### config.mk
export PLATFORM = sky130hd
export DESIGN_NAME = ctl_seq
export DESIGN_NICKNAME = d
export VERILOG_FILES = /design/src/hdl/ctl_pkg.sv /design/src/hdl/ctl_seq.sv
export SDC_FILE = /design/constraint.sdc
export NUM_CORES = 1
export LEC_CHECK = 0
export ABC_CLOCK_PERIOD_IN_PS = 5850
export BUFFER_PORTS_ARGS = -buffer_cell sky130_fd_sc_hd__buf_2
export CORE_ASPECT_RATIO = 1.4
export CORE_MARGIN = 4
export CORE_UTILIZATION = 57
export DETAILED_ROUTE_END_ITERATION = 10
export PLACE_DENSITY = 0.88
export SLEW_MARGIN = 20
export SYNTH_ARGS = -nofsm -noshare
export SYNTH_HDL_FRONTEND = slang
export SYNTH_SLANG_ARGS = --single-unit
### constraint.sdc
create_clock -name clk -period 5.85 [get_ports clk]
set_clock_uncertainty 0.15 [all_clocks]
set_input_delay 0.585 -clock clk [delete_from_list [all_inputs] [get_ports clk]]
set_output_delay 0.585 -clock clk [all_outputs]
set_load 0.02 [all_outputs]
### src/hdl/ctl_pkg.sv
// Shared types, codes and constants of the coverage table lookup block.
`default_nettype none

package ctl_pkg;

  // Default size of the table byte store.
  localparam int TABLE_BYTES_DEFAULT = 8192;

  // Width of internal byte addresses and of the shared adder.
  localparam int PW = 20;

  // Result status codes.
  localparam logic [1:0] ST_WRITE   = 2'd0;
  localparam logic [1:0] ST_COVERED = 2'd1;
  localparam logic [1:0] ST_MISSING = 2'd2;
  localparam logic [1:0] ST_BADFMT  = 2'd3;

  // Request command codes.
  localparam logic CMD_WRITE  = 1'b0;
  localparam logic CMD_LOOKUP = 1'b1;

  // Coverage table formats and layout.
  localparam logic [15:0] FMT_LIST  = 16'd1;
  localparam logic [15:0] FMT_RANGE = 16'd2;
  localparam int WORD_BYTES = 2;
  localparam int HDR_BYTES  = 4;
  localparam int REC_BYTES  = 6;

  typedef struct packed {
    logic [PW-1:0] a;
    logic [PW-1:0] b;
    logic          sub;
  } alu_req_t;

  typedef struct packed {
    logic [PW-1:0] sum;
    logic          neg;
    logic          zero;
  } alu_rsp_t;

  typedef struct packed {
    logic          we;
    logic          re;
    logic [PW-1:0] addr;
    logic [7:0]    wdata;
  } mem_req_t;

  typedef struct packed {
    logic        done;
    logic [1:0]  status;
    logic [16:0] index;
  } res_t;

endpackage

`default_nettype wire

### src/hdl/ctl_seq.sv
// Sequencer that walks a coverage table with the shared adder and byte port.
`default_nettype none

module ctl_seq #(
  parameter int TABLE_BYTES = ctl_pkg::TABLE_BYTES_DEFAULT
) (
  input  logic              clk,
  input  logic              rst,
  input  logic              in_valid,
  input  logic              cmd,
  input  logic [12:0]       write_address,
  input  logic [7:0]        write_byte,
  input  logic [12:0]       table_offset,
  input  logic [15:0]       glyph,
  output logic              busy,
  input  logic              out_free,
  output ctl_pkg::res_t     res,
  output ctl_pkg::mem_req_t mem,
  input  logic [7:0]        rdata,
  output ctl_pkg::alu_req_t alu_req,
  input  ctl_pkg::alu_rsp_t alu_rsp
);

  localparam int PW = ctl_pkg::PW;
  localparam logic [PW:0] LIMIT = (PW+1)'(TABLE_BYTES);

  localparam logic [4:0] S_IDLE   = 5'd0;
  localparam logic [4:0] S_FIN    = 5'd1;
  localparam logic [4:0] S_F0     = 5'd2;
  localparam logic [4:0] S_F1     = 5'd3;
  localparam logic [4:0] S_FMT    = 5'd4;
  localparam logic [4:0] S_CNT    = 5'd5;
  localparam logic [4:0] S_BINIT  = 5'd6;
  localparam logic [4:0] S_BCHK   = 5'd7;
  localparam logic [4:0] S_BMID   = 5'd8;
  localparam logic [4:0] S_BADR   = 5'd9;
  localparam logic [4:0] S_BCMP   = 5'd10;
  localparam logic [4:0] S_BLO    = 5'd11;
  localparam logic [4:0] S_BHI    = 5'd12;
  localparam logic [4:0] S_RCHK   = 5'd13;
  localparam logic [4:0] S_RSTART = 5'd14;
  localparam logic [4:0] S_REND   = 5'd15;
  localparam logic [4:0] S_RSCI   = 5'd16;
  localparam logic [4:0] S_RLE    = 5'd17;
  localparam logic [4:0] S_RHIT   = 5'd18;
  localparam logic [4:0] S_RNEXT  = 5'd19;
  localparam logic [4:0] S_RINC   = 5'd20;

  logic [4:0]    state;
  logic [4:0]    ret;
  logic [PW-1:0] wa;
  logic          wok;
  logic [7:0]    hi_byte;
  logic [PW-1:0] base;
  logic [15:0]   gid;
  logic          is_list;
  logic [15:0]   count;
  logic [PW-1:0] lo;
  logic [PW-1:0] hi_idx;
  logic [PW-1:0] mid;
  logic [PW-1:0] rec;
  logic [15:0]   rec_num;
  logic [15:0]   range_start;
  logic [15:0]   range_end;
  logic [15:0]   sci;
  logic [15:0]   diff;
  logic [1:0]    res_status;
  logic [16:0]   res_index;

  logic [PW:0]   wa_inc;
  logic [15:0]   word;
  logic          write_ok;

  assign wa_inc   = {1'b0, wa} + (PW+1)'(1);
  // Words that reach past the end of the store read as zero.
  assign word     = wok ? {hi_byte, rdata} : 16'd0;
  assign write_ok = ((PW+1)'(write_address) < LIMIT);
  assign busy     = (state != S_IDLE);

  assign res.done   = (state == S_FIN) && out_free;
  assign res.status = res_status;
  assign res.index  = res_index;

  always_comb begin
    mem.we    = 1'b0;
    mem.re    = 1'b0;
    mem.addr  = wa;
    mem.wdata = write_byte;
    unique case (state)
      S_IDLE: begin
        mem.we   = in_valid && (cmd == ctl_pkg::CMD_WRITE) && write_ok;
        mem.addr = PW'(write_address);
      end
      S_F0: begin
        mem.re = 1'b1;
      end
      S_F1: begin
        mem.re   = 1'b1;
        mem.addr = wa_inc[PW-1:0];
      end
      default: begin
      end
    endcase
  end

  always_comb begin
    alu_req.a   = '0;
    alu_req.b   = '0;
    alu_req.sub = 1'b0;
    unique case (state)
      S_FMT: begin
        alu_req.a = base;
        alu_req.b = PW'(ctl_pkg::WORD_BYTES);
      end
      S_CNT: begin
        alu_req.a = base;
        alu_req.b = PW'(ctl_pkg::HDR_BYTES);
      end
      S_BINIT: begin
        alu_req.a   = PW'(count);
        alu_req.b   = PW'(1);
        alu_req.sub = 1'b1;
      end
      S_BCHK: begin
        alu_req.a   = hi_idx;
        alu_req.b   = lo;
        alu_req.sub = 1'b1;
      end
      S_BMID: begin
        alu_req.a = lo;
        alu_req.b = hi_idx;
      end
      S_BADR: begin
        alu_req.a = rec;
        alu_req.b = {mid[PW-2:0], 1'b0};
      end
      S_BCMP: begin
        alu_req.a   = PW'(word);
        alu_req.b   = PW'(gid);
        alu_req.sub = 1'b1;
      end
      S_BLO: begin
        alu_req.a = mid;
        alu_req.b = PW'(1);
      end
      S_BHI: begin
        alu_req.a   = mid;
        alu_req.b   = PW'(1);
        alu_req.sub = 1'b1;
      end
      S_RCHK: begin
        alu_req.a   = PW'(rec_num);
        alu_req.b   = PW'(count);
        alu_req.sub = 1'b1;
      end
      S_RSTART: begin
        alu_req.a = rec;
        alu_req.b = PW'(ctl_pkg::WORD_BYTES);
      end
      S_REND: begin
        alu_req.a = rec;
        alu_req.b = PW'(ctl_pkg::HDR_BYTES);
      end
      S_RSCI: begin
        alu_req.a   = PW'(gid);
        alu_req.b   = PW'(range_start);
        alu_req.sub = 1'b1;
      end
      S_RLE: begin
        alu_req.a   = PW'(range_end);
        alu_req.b   = PW'(gid);
        alu_req.sub = 1'b1;
      end
      S_RHIT: begin
        alu_req.a = PW'(sci);
        alu_req.b = PW'(diff);
      end
      S_RNEXT: begin
        alu_req.a = rec;
        alu_req.b = PW'(ctl_pkg::REC_BYTES);
      end
      S_RINC: begin
        alu_req.a = PW'(rec_num);
        alu_req.b = PW'(1);
      end
      default: begin
      end
    endcase
  end

  always_ff @(posedge clk) begin
    if (rst) begin
      state <= S_IDLE;
    end else begin
      unique case (state)
        S_IDLE: begin
          if (in_valid) begin
            res_index <= '0;
            if (cmd == ctl_pkg::CMD_WRITE) begin
              res_status <= ctl_pkg::ST_WRITE;
              state      <= S_FIN;
            end else begin
              base  <= PW'(table_offset);
              wa    <= PW'(table_offset);
              gid   <= glyph;
              ret   <= S_FMT;
              state <= S_F0;
            end
          end
        end
        S_FIN: begin
          if (out_free) begin
            state <= S_IDLE;
          end
        end
        S_F0: begin
          wok   <= (wa_inc < LIMIT);
          state <= S_F1;
        end
        S_F1: begin
          hi_byte <= rdata;
          state   <= ret;
        end
        S_FMT: begin
          is_list <= (word == ctl_pkg::FMT_LIST);
          if (word == ctl_pkg::FMT_LIST || word == ctl_pkg::FMT_RANGE) begin
            wa    <= alu_rsp.sum;
            ret   <= S_CNT;
            state <= S_F0;
          end else begin
            res_status <= ctl_pkg::ST_BADFMT;
            state      <= S_FIN;
          end
        end
        S_CNT: begin
          count <= word;
          rec   <= alu_rsp.sum;
          if (is_list) begin
            state <= S_BINIT;
          end else begin
            rec_num <= '0;
            state   <= S_RCHK;
          end
        end
        S_BINIT: begin
          hi_idx <= alu_rsp.sum;
          lo     <= '0;
          state  <= S_BCHK;
        end
        S_BCHK: begin
          if (alu_rsp.neg) begin
            res_status <= ctl_pkg::ST_MISSING;
            state      <= S_FIN;
          end else begin
            state <= S_BMID;
          end
        end
        S_BMID: begin
          mid   <= {1'b0, alu_rsp.sum[PW-1:1]};
          state <= S_BADR;
        end
        S_BADR: begin
          wa    <= alu_rsp.sum;
          ret   <= S_BCMP;
          state <= S_F0;
        end
        S_BCMP: begin
          if (alu_rsp.zero) begin
            res_status <= ctl_pkg::ST_COVERED;
            res_index  <= mid[16:0];
            state      <= S_FIN;
          end else if (alu_rsp.neg) begin
            state <= S_BLO;
          end else begin
            state <= S_BHI;
          end
        end
        S_BLO: begin
          lo    <= alu_rsp.sum;
          state <= S_BCHK;
        end
        S_BHI: begin
          hi_idx <= alu_rsp.sum;
          state  <= S_BCHK;
        end
        S_RCHK: begin
          if (alu_rsp.neg) begin
            wa    <= rec;
            ret   <= S_RSTART;
            state <= S_F0;
          end else begin
            res_status <= ctl_pkg::ST_MISSING;
            state      <= S_FIN;
          end
        end
        S_RSTART: begin
          range_start <= word;
          wa          <= alu_rsp.sum;
          ret         <= S_REND;
          state       <= S_F0;
        end
        S_REND: begin
          range_end <= word;
          wa        <= alu_rsp.sum;
          ret       <= S_RSCI;
          state     <= S_F0;
        end
        S_RSCI: begin
          sci <= word;
          if (alu_rsp.neg) begin
            state <= S_RNEXT;
          end else begin
            diff  <= alu_rsp.sum[15:0];
            state <= S_RLE;
          end
        end
        S_RLE: begin
          state <= alu_rsp.neg ? S_RNEXT : S_RHIT;
        end
        S_RHIT: begin
          res_status <= ctl_pkg::ST_COVERED;
          res_index  <= alu_rsp.sum[16:0];
          state      <= S_FIN;
        end
        S_RNEXT: begin
          rec   <= alu_rsp.sum;
          state <= S_RINC;
        end
        S_RINC: begin
          rec_num <= alu_rsp.sum[15:0];
          state   <= S_RCHK;
        end
        default: begin
          state <= S_IDLE;
        end
      endcase
    end
  end

endmodule

`default_nettype wire

==> out/qor.json <==
{
  "floorplan": {
    "coreArea_mm2": 0.0211,
    "die-width_um": 132,
    "ioPinCount": 177,
    "floorplan.rows": 63,
    "die_area_mm2": 0.0238,
    "initial_core_util": 0.577,
    "die_height_um": 181
  },
  "final_layout": {
    "multi_input_comb_area_mm2": 0.00405,
    "layout.area.seq_mm2": 0.00782,
    "fillers": 1454,
    "drive_above_1_share": 0.234,
    "synthToLayoutAreaGrowth_pct": 15.9,
    "finish.net_count": 1177
  },
  "placement": {
    "placement.io_buffers": 160,
    "hpwlAfterDp_mm": 24.7,
    "globalplace.congestion": 0.931,
    "dp_slack_ns": 1.83
  },
  "timing": {
    "final_count_of_pins_violating_max_slew": 0,
    "final_count_of_hold_timing_violations": 0,
    "grt_setup_unrepaired": "false",
    "min_period_ns": 4.56,
    "max_slew.worst_pin.slew_ns": 1.17,
    "achievable-frequency_mhz": 219,
    "setup_slack_ns": 1.29,
    "setup_violations": 0,
    "timing.max_slew.rel_slack": 0.220,
    "final.setup.tns_ns": 0,
    "share_of_the_clock_period_used_by_the_worst_path_after_layout": 0.779
  },
  "critical_path": {
    "critPathBufInv": 1,
    "worstReg2RegStart": "state[2]",
    "critical_path.max_stage_delay_ns": 0.96,
    "cp.arrival_ns": 3.82,
    "critPathSlowestCell": "dfxtp_1",
    "regToRegSetupSlack_ns": 1.76,
    "timing.critical_path.from_type": "register",
    "crit_path_end_kind": "primary output",
    "path_cells": "or3b_1, nor2_1, nor2_2, a21o_1, a221o_1, buf_2",
    "startpoint": "state[0]",
    "required_ns": 5.12,
    "cp_max_fo": 32,
    "path_delay_family": "simple AND/OR/NAND/NOR gates",
    "setup.worst_path.class": "reg2out"
  },
  "detailed_routing": {
    "detail_route.first_pass.iterations": 8,
    "wl_mm": 38.7,
    "antenna_left": 0,
    "vias": 9878,
    "wire_per_inst_um": 28.2,
    "post_drt_via_cell_ratio": 7.21,
    "drt_iter0_markers": 1856,
    "detail_route.drc_violations": 0
  },
  "clocking": {
    "worstSkewPairLatency_ns": 0.53,
    "cts_post_setup_buffers_inserted": 0,
    "cts.sink_count": 262,
    "cts_hold_buf": 0,
    "root_buffer": "clkbuf_16",
    "htree_num_levels": 1,
    "clock_tree_from_tritoncts": "built",
    "longest_clk_path_bufs": 3,
    "clk_transition_reported_paths_ns": 0.07,
    "cts_repair_resize_count": 0,
    "tritoncts.num_buffers": 24
  },
  "logic_synthesis": {
    "mappedNetlistArea_mm2": 0.0122,
    "async_flop_share": 0,
    "synth-edff-count": 257,
    "synth-seq-area-share": 0.642,
    "synthesis_warning_total": 0,
    "post_synth.cell_area_avg_um2": 12.8,
    "yosysUniqueCellTypes": 70,
    "synth_ff_type": "edfxtp_1",
    "gate_count_post_synth": 953,
    "synthesis.nets": 1039,
    "yosys_register_bits": 262
  },
  "outcome": {
    "run_status": "finished clean"
  },
  "power_and_ir_drop": {
    "peakVddDrop_uv": 290,
    "power.total_w": 0.00473,
    "p_switching_w": 0.00129,
    "cellInternalPower_w": 0.00344,
    "clock_power_share": 0.375,
    "combPwrFrac": 0.157,
    "pwr_density_cell_mw_per_mm2": 335,
    "sequentialPowerShare": 0.468,
    "p_leak_nw": 5.10,
    "switching_share": 0.272
  },
  "global_route": {
    "first_global_vias": 9569,
    "grt_pass1_wl_mm": 57.2,
    "grt_overflow_total": 0,
    "antenna_found_initial": 2,
    "grt_start_max_net_pins": 41,
    "grtUsageTotal": 0.312
  },
  "worst_hold_path": {
    "min_path_type": "in2reg",
    "holdCritStartpoint": "glyph[14]"
  },
  "flow_run": {
    "maxCapViolCount": 0
  }
}
[routing by layer]
metal / GRT usage / part of all wire / up-vias
li1: - / - / 4066
met1: 0.382 / 0.33 / 4669
met2: 0.524 / 0.48 / 933
met3: 0.0571 / 0.12 / 206
met4: 0.172 / 0.066 / 4
met5: 0 / 0.00057 / -
[power by group through the flow]
stage / logic (W) / registers, W / clock network (W)
5_1_grt: 0.000788 / 0.00222 / 0.00184
4_1_cts: 0.000731 / 0.00221 / 0.00176
2_1_floorplan: 0.000485 / 0.00223 / 0
3_5_place_dp: 0.000727 / 0.00225 / 0
6_report: 0.000744 / 0.00221 / 0.00178
3_3_place_gp: 0.000718 / 0.00225 / 0
[state kept, by name (all words and copies together) (netlist names)]
register / count
base: 13
sci: 16
count: 16
lo: 20
hi_idx: 20
res_index: 17
ret: 4
wok: 1
wa: 20
rec_num: 16
diff: 16
range_start: 16
hi_byte: 8
rec: 20
res_status: 2
state: 5
mid: 19
range_end: 16
is_list: 1
gid: 16
[path summary, 6_finish.rpt]
path / end / depth (start not counted)
worst max-delay path: mem[20] / 6
worst min-delay path: gid[14] / 1
worst max register to register: wa[13] / 5
worst min register to register: wa[14] / 1
[cells by family (layout without fill, tap and decap cells)]
| logic type | after synthesis | count (layout) | synth area share |
|---|---|---|---|
| xor gates and xnor gates | 5 | 5 | 0.00360 |
| muxes | 3 | 3 | 0.00257 |
| and+or+nand+nor | 339 | 339 | 0.149 |
| adders and majority gates | 1 | 1 | 0.00103 |
| AOI/OAI and AO/OA | 262 | 262 | 0.167 |
| other | 0 | 1 | 0 |
| buffers and inverters | 81 | 237 | 0.0346 |
| DFF | 262 | 262 | 0.642 |
[through the flow]
step,cells,instance area [um^2],hold WS (ns),utilization
finish,1370,14100,0.0767,0.668
floorplan,953,12200,0.394,-
global route,1369,14100,0.0757,0.668
global placement,1323,13200,0.412,0.624
detailed placement,1324,13200,0.427,0.625
CTS,1368,14100,0.0709,0.667
[area by class of cell]
class                   instances  share of cell area
flip-flops and latches        262               0.554
multi-input cells             610               0.287
repair buffers                185              0.0708
clock buffers                  25              0.0428
well taps                     260              0.0230
clock inverters                19              0.0202
inverters                       8             0.00213
diodes                          1            0.000177
[Yosys cell counts (4+ instances only)]
library cell | n | area share
nand4_1 | 23 | 0.012
inv_1 | 4 | 0.0012
edfxtp_1 | 257 | 0.63
dfxtp_1 | 5 | 0.0082
nand3_1 | 32 | 0.013
a221oi_1 | 4 | 0.0029
a222oi_1 | 32 | 0.026
nand2b_1 | 8 | 0.0041
o21ai_0 | 14 | 0.0058
nor2_1 | 52 | 0.016
and2_1 | 56 | 0.029
o21ai_1 | 13 | 0.0053
a22oi_1 | 78 | 0.048
o22ai_1 | 5 | 0.0026
clkbuf_1 | 15 | 0.0046
a31oi_1 | 4 | 0.0021
nor3b_1 | 7 | 0.0043
a22o_1 | 45 | 0.032
nor2_2 | 8 | 0.0041
nor2b_1 | 5 | 0.0026
a21o_1 | 16 | 0.0099
and3_1 | 19 | 0.0098
nand2_1 | 85 | 0.026
buf_2 | 40 | 0.016
nor4_1 | 5 | 0.0026
a21oi_1 | 17 | 0.0070
nor3_1 | 13 | 0.0053
buf_4 | 14 | 0.0086
[layout by cell type, fill, tap and decap left out, types with 4 or more instances in the layout]
cell type and count:
nor2_1 49, and3_1 19, nand2_1 85, nor2b_1 5, a31oi_1 4, nor2_2 7
clkbuf_16 24, and2_1 56, buf_2 160, nor4_1 5, nor3_1 8, nor3_2 4
nand2b_1 8, a22o_1 45, edfxtp_1 257, dfxtp_1 5, a221oi_1 4, a22oi_1 78
nand3_1 32, a21o_1 16, bufinv_16 7, inv_1 4, nor3b_2 4, a21oi_1 17
o22ai_1 4, nand4_1 23, clkinv_1 7, nor2_4 4, o21ai_1 13, buf_4 23
nor3b_1 4, a222oi_1 32, o21ai_0 14
Power figures use the tool's default switching activity.
