`config.mk`:
```
export PLATFORM = sky130hd
export DESIGN_NAME = ctl_alu
export DESIGN_NICKNAME = d
export VERILOG_FILES = /design/src/hdl/ctl_pkg.sv /design/src/hdl/ctl_alu.sv
export SDC_FILE = /design/constraint.sdc
export NUM_CORES = 1
export LEC_CHECK = 0
export BUFFER_PORTS_ARGS = -buffer_cell sky130_fd_sc_hd__buf_4
export CORE_ASPECT_RATIO = 1.2
export CORE_MARGIN = 8
export CORE_UTILIZATION = 54
export DETAILED_ROUTE_END_ITERATION = 6
export GPL_ROUTABILITY_DRIVEN = 0
export PLACE_DENSITY = 0.9
export SLEW_MARGIN = 0
export SYNTH_ARGS = -nofsm -noshare
export SYNTH_HDL_FRONTEND = slang
export SYNTH_SLANG_ARGS = --single-unit
```
`constraint.sdc`:
```
create_clock -name vclk -period 9.15
set_input_delay 0.915 -clock vclk [all_inputs]
set_output_delay 0.915 -clock vclk [all_outputs]
set_load 0.01 [all_outputs]
```
`src/hdl/ctl_pkg.sv`:
```
// Shared types, codes and constants of the coverage table lookup block.
`default_nettype none

package ctl_pkg;

  // Default size of the table byte store.
  localparam int TABLE_BYTES_DEFAULT = 8192;

  // Width of internal byte addresses and of the shared adder.
  localparam int PW = 20;

  // Result status codes.
  localparam logic [1:0] ST_WRITE   = 2'd0;
  localparam logic [1:0] ST_COVERED = 2'd1;
  localparam logic [1:0] ST_MISSING = 2'd2;
  localparam logic [1:0] ST_BADFMT  = 2'd3;

  // Request command codes.
  localparam logic CMD_WRITE  = 1'b0;
  localparam logic CMD_LOOKUP = 1'b1;

  // Coverage table formats and layout.
  localparam logic [15:0] FMT_LIST  = 16'd1;
  localparam logic [15:0] FMT_RANGE = 16'd2;
  localparam int WORD_BYTES = 2;
  localparam int HDR_BYTES  = 4;
  localparam int REC_BYTES  = 6;

  typedef struct packed {
    logic [PW-1:0] a;
    logic [PW-1:0] b;
    logic          sub;
  } alu_req_t;

  typedef struct packed {
    logic [PW-1:0] sum;
    logic          neg;
    logic          zero;
  } alu_rsp_t;

  typedef struct packed {
    logic          we;
    logic          re;
    logic [PW-1:0] addr;
    logic [7:0]    wdata;
  } mem_req_t;

  typedef struct packed {
    logic        done;
    logic [1:0]  status;
    logic [16:0] index;
  } res_t;

endpackage

`default_nettype wire

```
`src/hdl/ctl_alu.sv`:
```
// Shared add/subtract unit with sign and zero flags.
`default_nettype none

module ctl_alu (
  input  ctl_pkg::alu_req_t req,
  output ctl_pkg::alu_rsp_t rsp
);

  logic [ctl_pkg::PW-1:0] sum;

  assign sum      = req.sub ? (req.a - req.b) : (req.a + req.b);
  assign rsp.sum  = sum;
  assign rsp.neg  = sum[ctl_pkg::PW-1];
  assign rsp.zero = (sum == '0);

endmodule

`default_nettype wire

```
==> results.sh, run 1 <==
export IMPL_path_cells="buf_4, nor4_1, nand2_1, nor2_1, a21oi_1, nor2_1, o21ai_0, xnor2_1, ha_1, and4_1, nand2_1, nor2_1, a21oi_1, a31oi_1, xor2_1, or3_1, or4_1, nor4_2, buf_4"
export IMPL_cpLargestDelayFamily="simple AND/OR/NAND/NOR gates"
export IMPL_tightest_slew_ns=0.496
export IMPL_io_buffers=63
export IMPL_synth_seq_area_share_pct=0
export IMPL_grtUsageMet1_pct=20.0
export IMPL_n_antenna_cell=0
export IMPL_finalSetupTns_ns=0
export IMPL_path_common_cell="nor2_1"
export IMPL_crit_required_ns=8.24
export IMPL_critPathKind="input port to output port"
export IMPL_yosysUniqueCellTypes=38
export IMPL_drv_cap=0
export IMPL_grtUsageTotal_pct=18.2
export IMPL_hold_class="input port to output port"
export IMPL_ant_nets=0
export IMPL_postSynthAreaPerCell_sq_um=6.75
export IMPL_arrival_ns=4.95
export IMPL_flops_and_latches=0
export IMPL_period_needed_ns=5.86
export IMPL_viasPerCell=5.83
export IMPL_pre_cts_ws_ns=3.32
export IMPL_dp_hpwl_um=3870
export IMPL_place_inst=295
export IMPL_yosysWarnings=0
export IMPL_grt_max_degree=20
export IMPL_fmax_mhz=171
export IMPL_cts_hold_buf=0
export IMPL_synth_nets=266
export IMPL_endpoint_kind="output port"
export IMPL_rsz0062_at_grt="false"
export IMPL_cp_depth=19
export IMPL_critPathSlowestCell="nor4_1"
export IMPL_post_cts_buffers=0
export IMPL_crit_fanout=8
export IMPL_routed_wl_um=4420
export IMPL_drt_first_pass_iters=4
export IMPL_cpPeakStageDelay_ns=0.48
export IMPL_dieArea_sq_mm=0.00443
export IMPL_nNetsFinal=326
export IMPL_grt_pass1_vias=1617
export IMPL_grt_first_pass_wirelength_um=7240
export IMPL_fp_coreArea_sq_mm=0.00248
export IMPL_power_total_uw=207
export IMPL_areaGrowthSynthToFinish_pct=35.7
export IMPL_slew_viol_final=0
export IMPL_dieHeight_um=71.3
export IMPL_status="complete, no violations"
export IMPL_stdcell_count=295
export IMPL_netlist_instances=204
export IMPL_layout_setup_ws_ns=3.29
export IMPL_final_seq_area_sq_um=0
export IMPL_setup_viol=0
export IMPL_top_usage_layer="met2"
export IMPL_ir_drop_uv=82.9
export IMPL_row_count=20
export IMPL_drtIter0Drc=77
export IMPL_drc=0
export IMPL_layout_drive_gt1_share_pct=26.7
export IMPL_grt_antenna_before_repair=0
export IMPL_die_w_um=62.1
export IMPL_startpoint="req[6]"
export IMPL_powerDensity_mw_per_mm2=111
export IMPL_vias=1721
export IMPL_nClkBuffers=0
export IMPL_worstSetupEndpoint="rsp[0]"
export IMPL_cp_buffers_inverters=2
export IMPL_io_pins=63
export IMPL_ctsResizeCount=0
export IMPL_use_met2_pct=35.9
export IMPL_start_util_pct=55.6
export IMPL_max_slew_margin_rel_pct=66.6
export IMPL_critPathLaunchType="input port"
export IMPL_finalHoldViolCount=0
export IMPL_met3_usage_pct=3.43
export IMPL_synth_area_sq_mm=0.00138
export IMPL_leakagePower_uw=0.000863
export IMPL_wire_per_inst_um=15.0
export IMPL_fin_crit_sh_pct=64.1
export IMPL_overflow=0
-- where the power goes --
group	internal (uW)	switching (uW)	leakage, uW
combinational	99.0	108	0.000863
sequential	0	0	0
clock	0	0	0
-- routing by layer --
metal / routed length, um / vias to the layer above
li1: - / 872
met4: 70 / 0
met5: 0 / -
met3: 269 / 10
met2: 2350 / 69
met1: 1730 / 770
-- synth_stat cells (4+ instances only) --
cell	count	area, sq um
a21o_1	6	45.0
xor2_1	8	70.1
inv_1	10	37.5
nand2_1	12	45.0
xnor2_1	26	228
clkbuf_1	4	15.0
or4_1	4	30.0
nor2_1	22	82.6
o21ai_0	14	70.1
a31oi_1	6	37.5
nor3_1	7	35.0
nor4_1	4	25.0
a21oi_1	25	125
ha_1	20	250
-- cell type report --
cell class / count / area (sq um)
timing repair buffer: 63 / 473
tap: 33 / 41.3
inverter: 10 / 37.5
fill: 210 / 608
multi-input combinational: 189 / 1320
-- cells by family (layout without fill, tap and decap cells) --
family	count (synthesis)	in the layout	synth area share, %
and+or+nand+nor	71	71	26.7
AOI/OAI and AO/OA	62	62	27.0
xor gates and xnor gates	34	34	21.6
adders and majority gates	21	21	19.6
buffers and inverters	15	73	4.36
muxes	1	1	0.727
-- through the flow --
| step | utilization (%) | area (sq um) | hold slack (ns) |
|---|---|---|---|
| 2_1_floorplan | - | 1380 | 1.99 |
| 3_3_place_gp | 75.5 | 1870 | 2.24 |
| 3_5_place_dp | 75.5 | 1870 | 2.25 |
| 4_1_cts | 75.5 | 1870 | 2.25 |
| 5_1_grt | 75.5 | 1870 | 2.27 |
| 6_report | 75.5 | 1870 | 2.24 |
-- cells in the final DEF (no fill, tap or decap), types with 4 or more instances in the layout --
| master | instances |
|---|---|
| inv_1 | 10 |
| xor2_1 | 8 |
| or4_1 | 4 |
| a31oi_1 | 6 |
| nor2_1 | 22 |
| nor4_1 | 4 |
| a21o_1 | 6 |
| a21oi_1 | 25 |
| xnor2_1 | 26 |
| nand2_1 | 12 |
| buf_4 | 63 |
| ha_1 | 20 |
| o21ai_0 | 14 |
| nor3_1 | 7 |
-- how the worst min path moves through the flow --
stage | start | cells past startpoint | slack (ns) | end
after detailed placement | req[1] | 4 | 2.25 | rsp[2]
after floorplan | req[1] | 2 | 1.99 | rsp[2]
final | req[1] | 4 | 2.24 | rsp[2]
after CTS | req[1] | 4 | 2.25 | rsp[2]
after global placement | req[1] | 4 | 2.24 | rsp[2]
after global routing | req[1] | 4 | 2.27 | rsp[2]
Note: power is estimated with default switching activity, not from simulation.
==> inputs of run 2 (changes only) <==
CORE_UTILIZATION = 45   (was 54)
PLACE_DENSITY = 0.8   (was 0.9)
clock period = 5.3 ns   (was 9.15 ns; I/O delays follow)
==> run 2 against run 1 <==
  * Final cell count increased by 1.0%
  * Via count is 4.2% lower
  * Count of clock-buffer cells in the layout unchanged
  * Wire length decreased by 4.2%
  * Power up 71%
  * Largest cell class unchanged
  * Hold slack got worse by 0.80 ns
  * Utilization fell by 13 points
  * Die area is 15% higher
  * Sequential cell count did not move
==> results.sh, run 2 (synthesis gave the netlist of run 1 again) <==
export IMPL_viasPerCell=5.53
export IMPL_row_count=22
export IMPL_finalHoldViolCount=0
export IMPL_drc=0
export IMPL_setup_viol=0
export IMPL_final_util_pct=62.7
export IMPL_powerDensity_mw_per_mm2=188
export IMPL_wire_per_inst_um=14.2
export IMPL_fin_crit_sh_pct=93.3
export IMPL_dieArea_sq_mm=0.00509
export IMPL_placed_area_sq_mm=0.00187
export IMPL_tightest_slew_ns=0.539
export IMPL_drt_first_pass_iters=4
export IMPL_hold_path_depth=3
export IMPL_rsz0062_at_grt="false"
export IMPL_post_cts_buffers=0
export IMPL_overflow=0
export IMPL_vias=1649
export IMPL_io_pins=63
export IMPL_path_cells="buf_4, nor4_2, nand2_1, nor2_1, nand2_1, nor2_1, nor2_1, xnor2_1, ha_1, and4_1, and2_1, o21ai_0, xnor2_1, or3_1, or4_1, or4_1, nor4_2, buf_4"
export IMPL_cpPeakStageDelay_ns=0.50
export IMPL_design_area_sq_mm=0.00188
export IMPL_grt_max_degree=20
export IMPL_layout_drive_gt1_share_pct=27.5
export IMPL_ant_nets=0
export IMPL_status="complete, no violations"
export IMPL_power_total_uw=355
export IMPL_dieHeight_um=76.6
export IMPL_critPathKind="input port to output port"
export IMPL_fp_coreArea_sq_mm=0.00300
export IMPL_grt_first_pass_wirelength_um=6840
export IMPL_arrival_ns=4.42
export IMPL_flops_and_latches=0
export IMPL_startpoint="req[6]"
export IMPL_start_util_pct=45.9
export IMPL_critPathLaunchType="input port"
export IMPL_die_w_um=66.5
export IMPL_crit_fanout=5
export IMPL_layout_commonest_cell="buf_4"
export IMPL_grt_antenna_before_repair=0
export IMPL_stdcell_count=298
export IMPL_ir_drop_uv=177
export IMPL_io_buffers=63
export IMPL_grtUsageTotal_pct=15.5
export IMPL_drv_cap=0
export IMPL_fmax_mhz=202
export IMPL_worstSetupEndpoint="rsp[0]"
export IMPL_finalSetupTns_ns=0
export IMPL_place_inst=298
export IMPL_dp_hpwl_um=3720
export IMPL_period_needed_ns=4.95
export IMPL_crit_required_ns=4.77
export IMPL_slew_viol_final=0
export IMPL_routed_wl_um=4230
export IMPL_leakagePower_uw=0.000863
export IMPL_critPathSlowestCell="or4_1"
export IMPL_endpoint_kind="output port"
export IMPL_final_cell_mix="63 x buf_4, 26 x xnor2_1, 25 x a21oi_1"
export IMPL_nNetsFinal=326
export IMPL_nFillCells=286
export IMPL_nClkBuffers=0
export IMPL_path_common_cell="nor2_1"
export IMPL_hold_class="input port to output port"
export IMPL_n_antenna_cell=0
export IMPL_final_seq_area_sq_um=0
export IMPL_areaGrowthSynthToFinish_pct=36.6
export IMPL_max_slew_margin_rel_pct=64.0
export IMPL_drtIter0Drc=124
export IMPL_grt_pass1_vias=1562
## run 2: cell count changes in the layout (fill, tap and decap cells not counted)
cell,change
nor4_1,-1
nor4_2,+1
nor2_1,-1
nor2_2,+1
## run 2: where the power goes
group	internal, uW	total [uW]	leakage (uW)	switching (uW)
sequential	0	0	0	0
clock	0	0	0	0
combinational	171	355	0.000863	184
total	171	355	0.000863	184
## run 2: per-stage QoR
step / hold WS, ns / worst slack (ns)
2_1_floorplan: 1.22 / 0.417
3_3_place_gp: 1.45 / 0.283
3_5_place_dp: 1.45 / 0.256
4_1_cts: 1.45 / 0.248
5_1_grt: 1.46 / 0.0000608
6_report: 1.44 / 0.354
## run 2: timing repair
| action | 4_1_cts | 5_1_grt |
|---|---|---|
| hold buffers | 0 | 0 |
| endpoints found under the setup margin | 0 | 1 |
| resized for setup | 0 | 2 |
## run 2: how the worst min path moves through the flow
stage	slack (ns)	end	from
6_report	1.44	rsp[3]	req[22]
5_1_grt	1.46	rsp[3]	req[22]
4_1_cts	1.45	rsp[3]	req[22]
3_5_place_dp	1.45	rsp[3]	req[22]
3_3_place_gp	1.45	rsp[3]	req[22]
2_1_floorplan	1.22	rsp[2]	req[1]
## run 2: cell type report
class	instances	area [sq um]	share of cell area, %
Inverter	10	37.5	1.99
Tap cell	36	45.0	2.39
Multi-Input combinational cell	189	1330	70.5
Timing Repair Buffer	63	473	25.1
## run 2: critical path, delay by kind of cell
kind | cells | cell delay, ns
buf+inv | 2 | 0.27
fa+ha+maj | 1 | 0.31
simple gates | 12 | 2.82
compound gates | 1 | 0.20
xor+xnor | 2 | 0.29
## run 2: layer usage
| metal | global-route usage, % | wire, um | vias up | share of wire, % |
|---|---|---|---|---|
| met4 | 0.642 | 8 | 0 | 0.19 |
| li1 | - | - | 869 | - |
| met2 | 27.7 | 2160 | 40 | 51 |
| met1 | 19.4 | 1820 | 738 | 43 |
| met5 | 0 | 0 | - | 0 |
| met3 | 2.35 | 247 | 2 | 5.8 |
==> inputs of run 3 (changes only) <==
==> constraint.sdc (replaced) <==
create_clock -name vclk -period 5.3
set_input_delay 0.265 -clock vclk [all_inputs]
set_output_delay 0.265 -clock vclk [all_outputs]
set_load 0.01 [all_outputs]
==> run 3 against run 2 <==
  * Worst setup slack improved by 0.39 ns
  * Utilization decreased by 0.29 points
  * Wire length increased by 0.85%
  * Fmax increased by 8.5%
  * Critical endpoint unchanged
==> results.sh, run 3 (synthesis gave the netlist of run 1 again) <==
export IMPL_min_from="req[22]"
export IMPL_overflow=0
export IMPL_grt_pass1_vias=1568
export IMPL_leakagePower_uw=0.000863
export IMPL_nClkBuffers=0
export IMPL_flops_and_latches=0
export IMPL_nNetsFinal=326
export IMPL_setup_viol=0
export IMPL_final_util_pct=62.4
export IMPL_drc=0
export IMPL_cpLargestDelayFamily="simple AND/OR/NAND/NOR gates"
export IMPL_p_comb_share_pct=100.0
export IMPL_routed_wl_um=4270
export IMPL_startpoint="req[4]"
export IMPL_max_slew_margin_rel_pct=65.2
export IMPL_cts_hold_buf=0
export IMPL_critPathSlowestCell="nor4_1"
export IMPL_critPathLaunchType="input port"
export IMPL_ctsResizeCount=0
export IMPL_tightest_slew_ns=0.521
export IMPL_grt_first_pass_wirelength_um=6900
export IMPL_p_int_uw=171
export IMPL_seq_power_share_pct=0
export IMPL_status="complete, no violations"
export IMPL_hold_slack_ns=0.917
export IMPL_viasPerCell=5.53
export IMPL_drtIter0Drc=112
export IMPL_switching_share_pct=51.9
export IMPL_clkPwrFrac_pct=0
export IMPL_dieHeight_um=76.6
export IMPL_ant_nets=0
export IMPL_n_antenna_cell=0
export IMPL_finalHoldViolCount=0
export IMPL_wire_per_inst_um=14.3
export IMPL_power_total_uw=355
export IMPL_crit_required_ns=5.04
export IMPL_areaGrowthSynthToFinish_pct=36.0
export IMPL_fp_coreArea_sq_mm=0.00300
export IMPL_fmax_mhz=219
export IMPL_finalSetupTns_ns=0
export IMPL_start_util_pct=45.9
export IMPL_dieArea_sq_mm=0.00509
export IMPL_p_switching_uw=184
export IMPL_path_cells="buf_4, nor4_1, nand2_1, nor2_1, a21oi_1, nor2_1, o21ai_0, xnor2_1, ha_1, and4_1, nand2_1, nor2_1, a21oi_1, a31oi_1, xor2_1, or3_1, or4_1, nor4_2, buf_4"
export IMPL_arrival_ns=4.30
export IMPL_crit_fanout=8
export IMPL_rsz0062_at_grt="false"
export IMPL_row_count=22
export IMPL_grt_antenna_before_repair=0
export IMPL_io_buffers=63
export IMPL_final_seq_area_sq_um=0
export IMPL_cp_buffers_inverters=2
export IMPL_cpPeakStageDelay_ns=0.45
export IMPL_powerDensity_mw_per_mm2=189
export IMPL_grt_max_degree=20
export IMPL_layout_commonest_cell="buf_4"
export IMPL_hold_path_depth=3
export IMPL_fin_crit_sh_pct=86.0
export IMPL_ir_drop_uv=172
export IMPL_slew_viol_final=0
export IMPL_hold_class="input port to output port"
export IMPL_final_cell_mix="63 x buf_4, 26 x xnor2_1, 25 x a21oi_1"
export IMPL_die_w_um=66.5
export IMPL_period_needed_ns=4.56
export IMPL_dp_hpwl_um=3730
export IMPL_io_pins=63
export IMPL_place_inst=298
export IMPL_endpoint_kind="output port"
export IMPL_stdcell_count=298
export IMPL_vias=1649
export IMPL_post_cts_buffers=0
export IMPL_holdPathEnd="rsp[3]"
export IMPL_drv_cap=0
export IMPL_critPathKind="input port to output port"
export IMPL_layout_drive_gt1_share_pct=26.7
export IMPL_drt_first_pass_iters=4
export IMPL_path_common_cell="nor2_1"
export IMPL_grtUsageTotal_pct=15.7
==> run 3: changes by cell type in the layout (fill, tap and decap cells not counted) <==
cell / previous run / this run
nor4_1: 3 / 4
nor4_2: 2 / 1
nor2_2: 1 / 0
nor2_1: 21 / 22
==> run 3: worst max path at each step <==
stage	endpoint	slack, ns	cells past startpoint
2_1_floorplan	rsp[0]	0.95	13
3_3_place_gp	rsp[0]	0.81	19
3_5_place_dp	rsp[0]	0.81	19
4_1_cts	rsp[0]	0.78	19
5_1_grt	rsp[0]	0.33	19
6_report	rsp[0]	0.74	19
==> run 3: area by class of cell <==
class / instances / area [sq um]
inverter: 10 / 37.5
fill: 298 / 1130
multi-input combinational: 189 / 1320
timing repair buffer: 63 / 473
tap: 36 / 45.0
==> run 3: metrics by stage <==
step	instance area, sq um	setup WS, ns
2_1_floorplan	1380	0.947
3_3_place_gp	1870	0.813
3_5_place_dp	1870	0.809
4_1_cts	1870	0.784
5_1_grt	1870	0.335
6_report	1870	0.740
==> run 3: tightest hold or removal path, cell delays in order <==
cell and delay (ns):
buf_4 0.09, fa_1 0.17, buf_4 0.12
==> run 3: power groups by stage <==
| stage | clock network [uW] | logic (uW) | registers [uW] |
|---|---|---|---|
| after floorplan | 0 | 213 | 0 |
| after global placement | 0 | 353 | 0 |
| after detailed placement | 0 | 356 | 0 |
| after global routing | 0 | 387 | 0 |
| final | 0 | 355 | 0 |
| after CTS | 0 | 357 | 0 |
==> run 3: layer usage <==
metal / vias to the layer above / global-route usage, % / share of wire (%)
met3: 2 / 2.50 / 4.8
li1: 866 / - / -
met5: - / 0 / 0
met1: 740 / 18.9 / 43
met2: 41 / 28.8 / 52
met4: 0 / 0.428 / 0.19
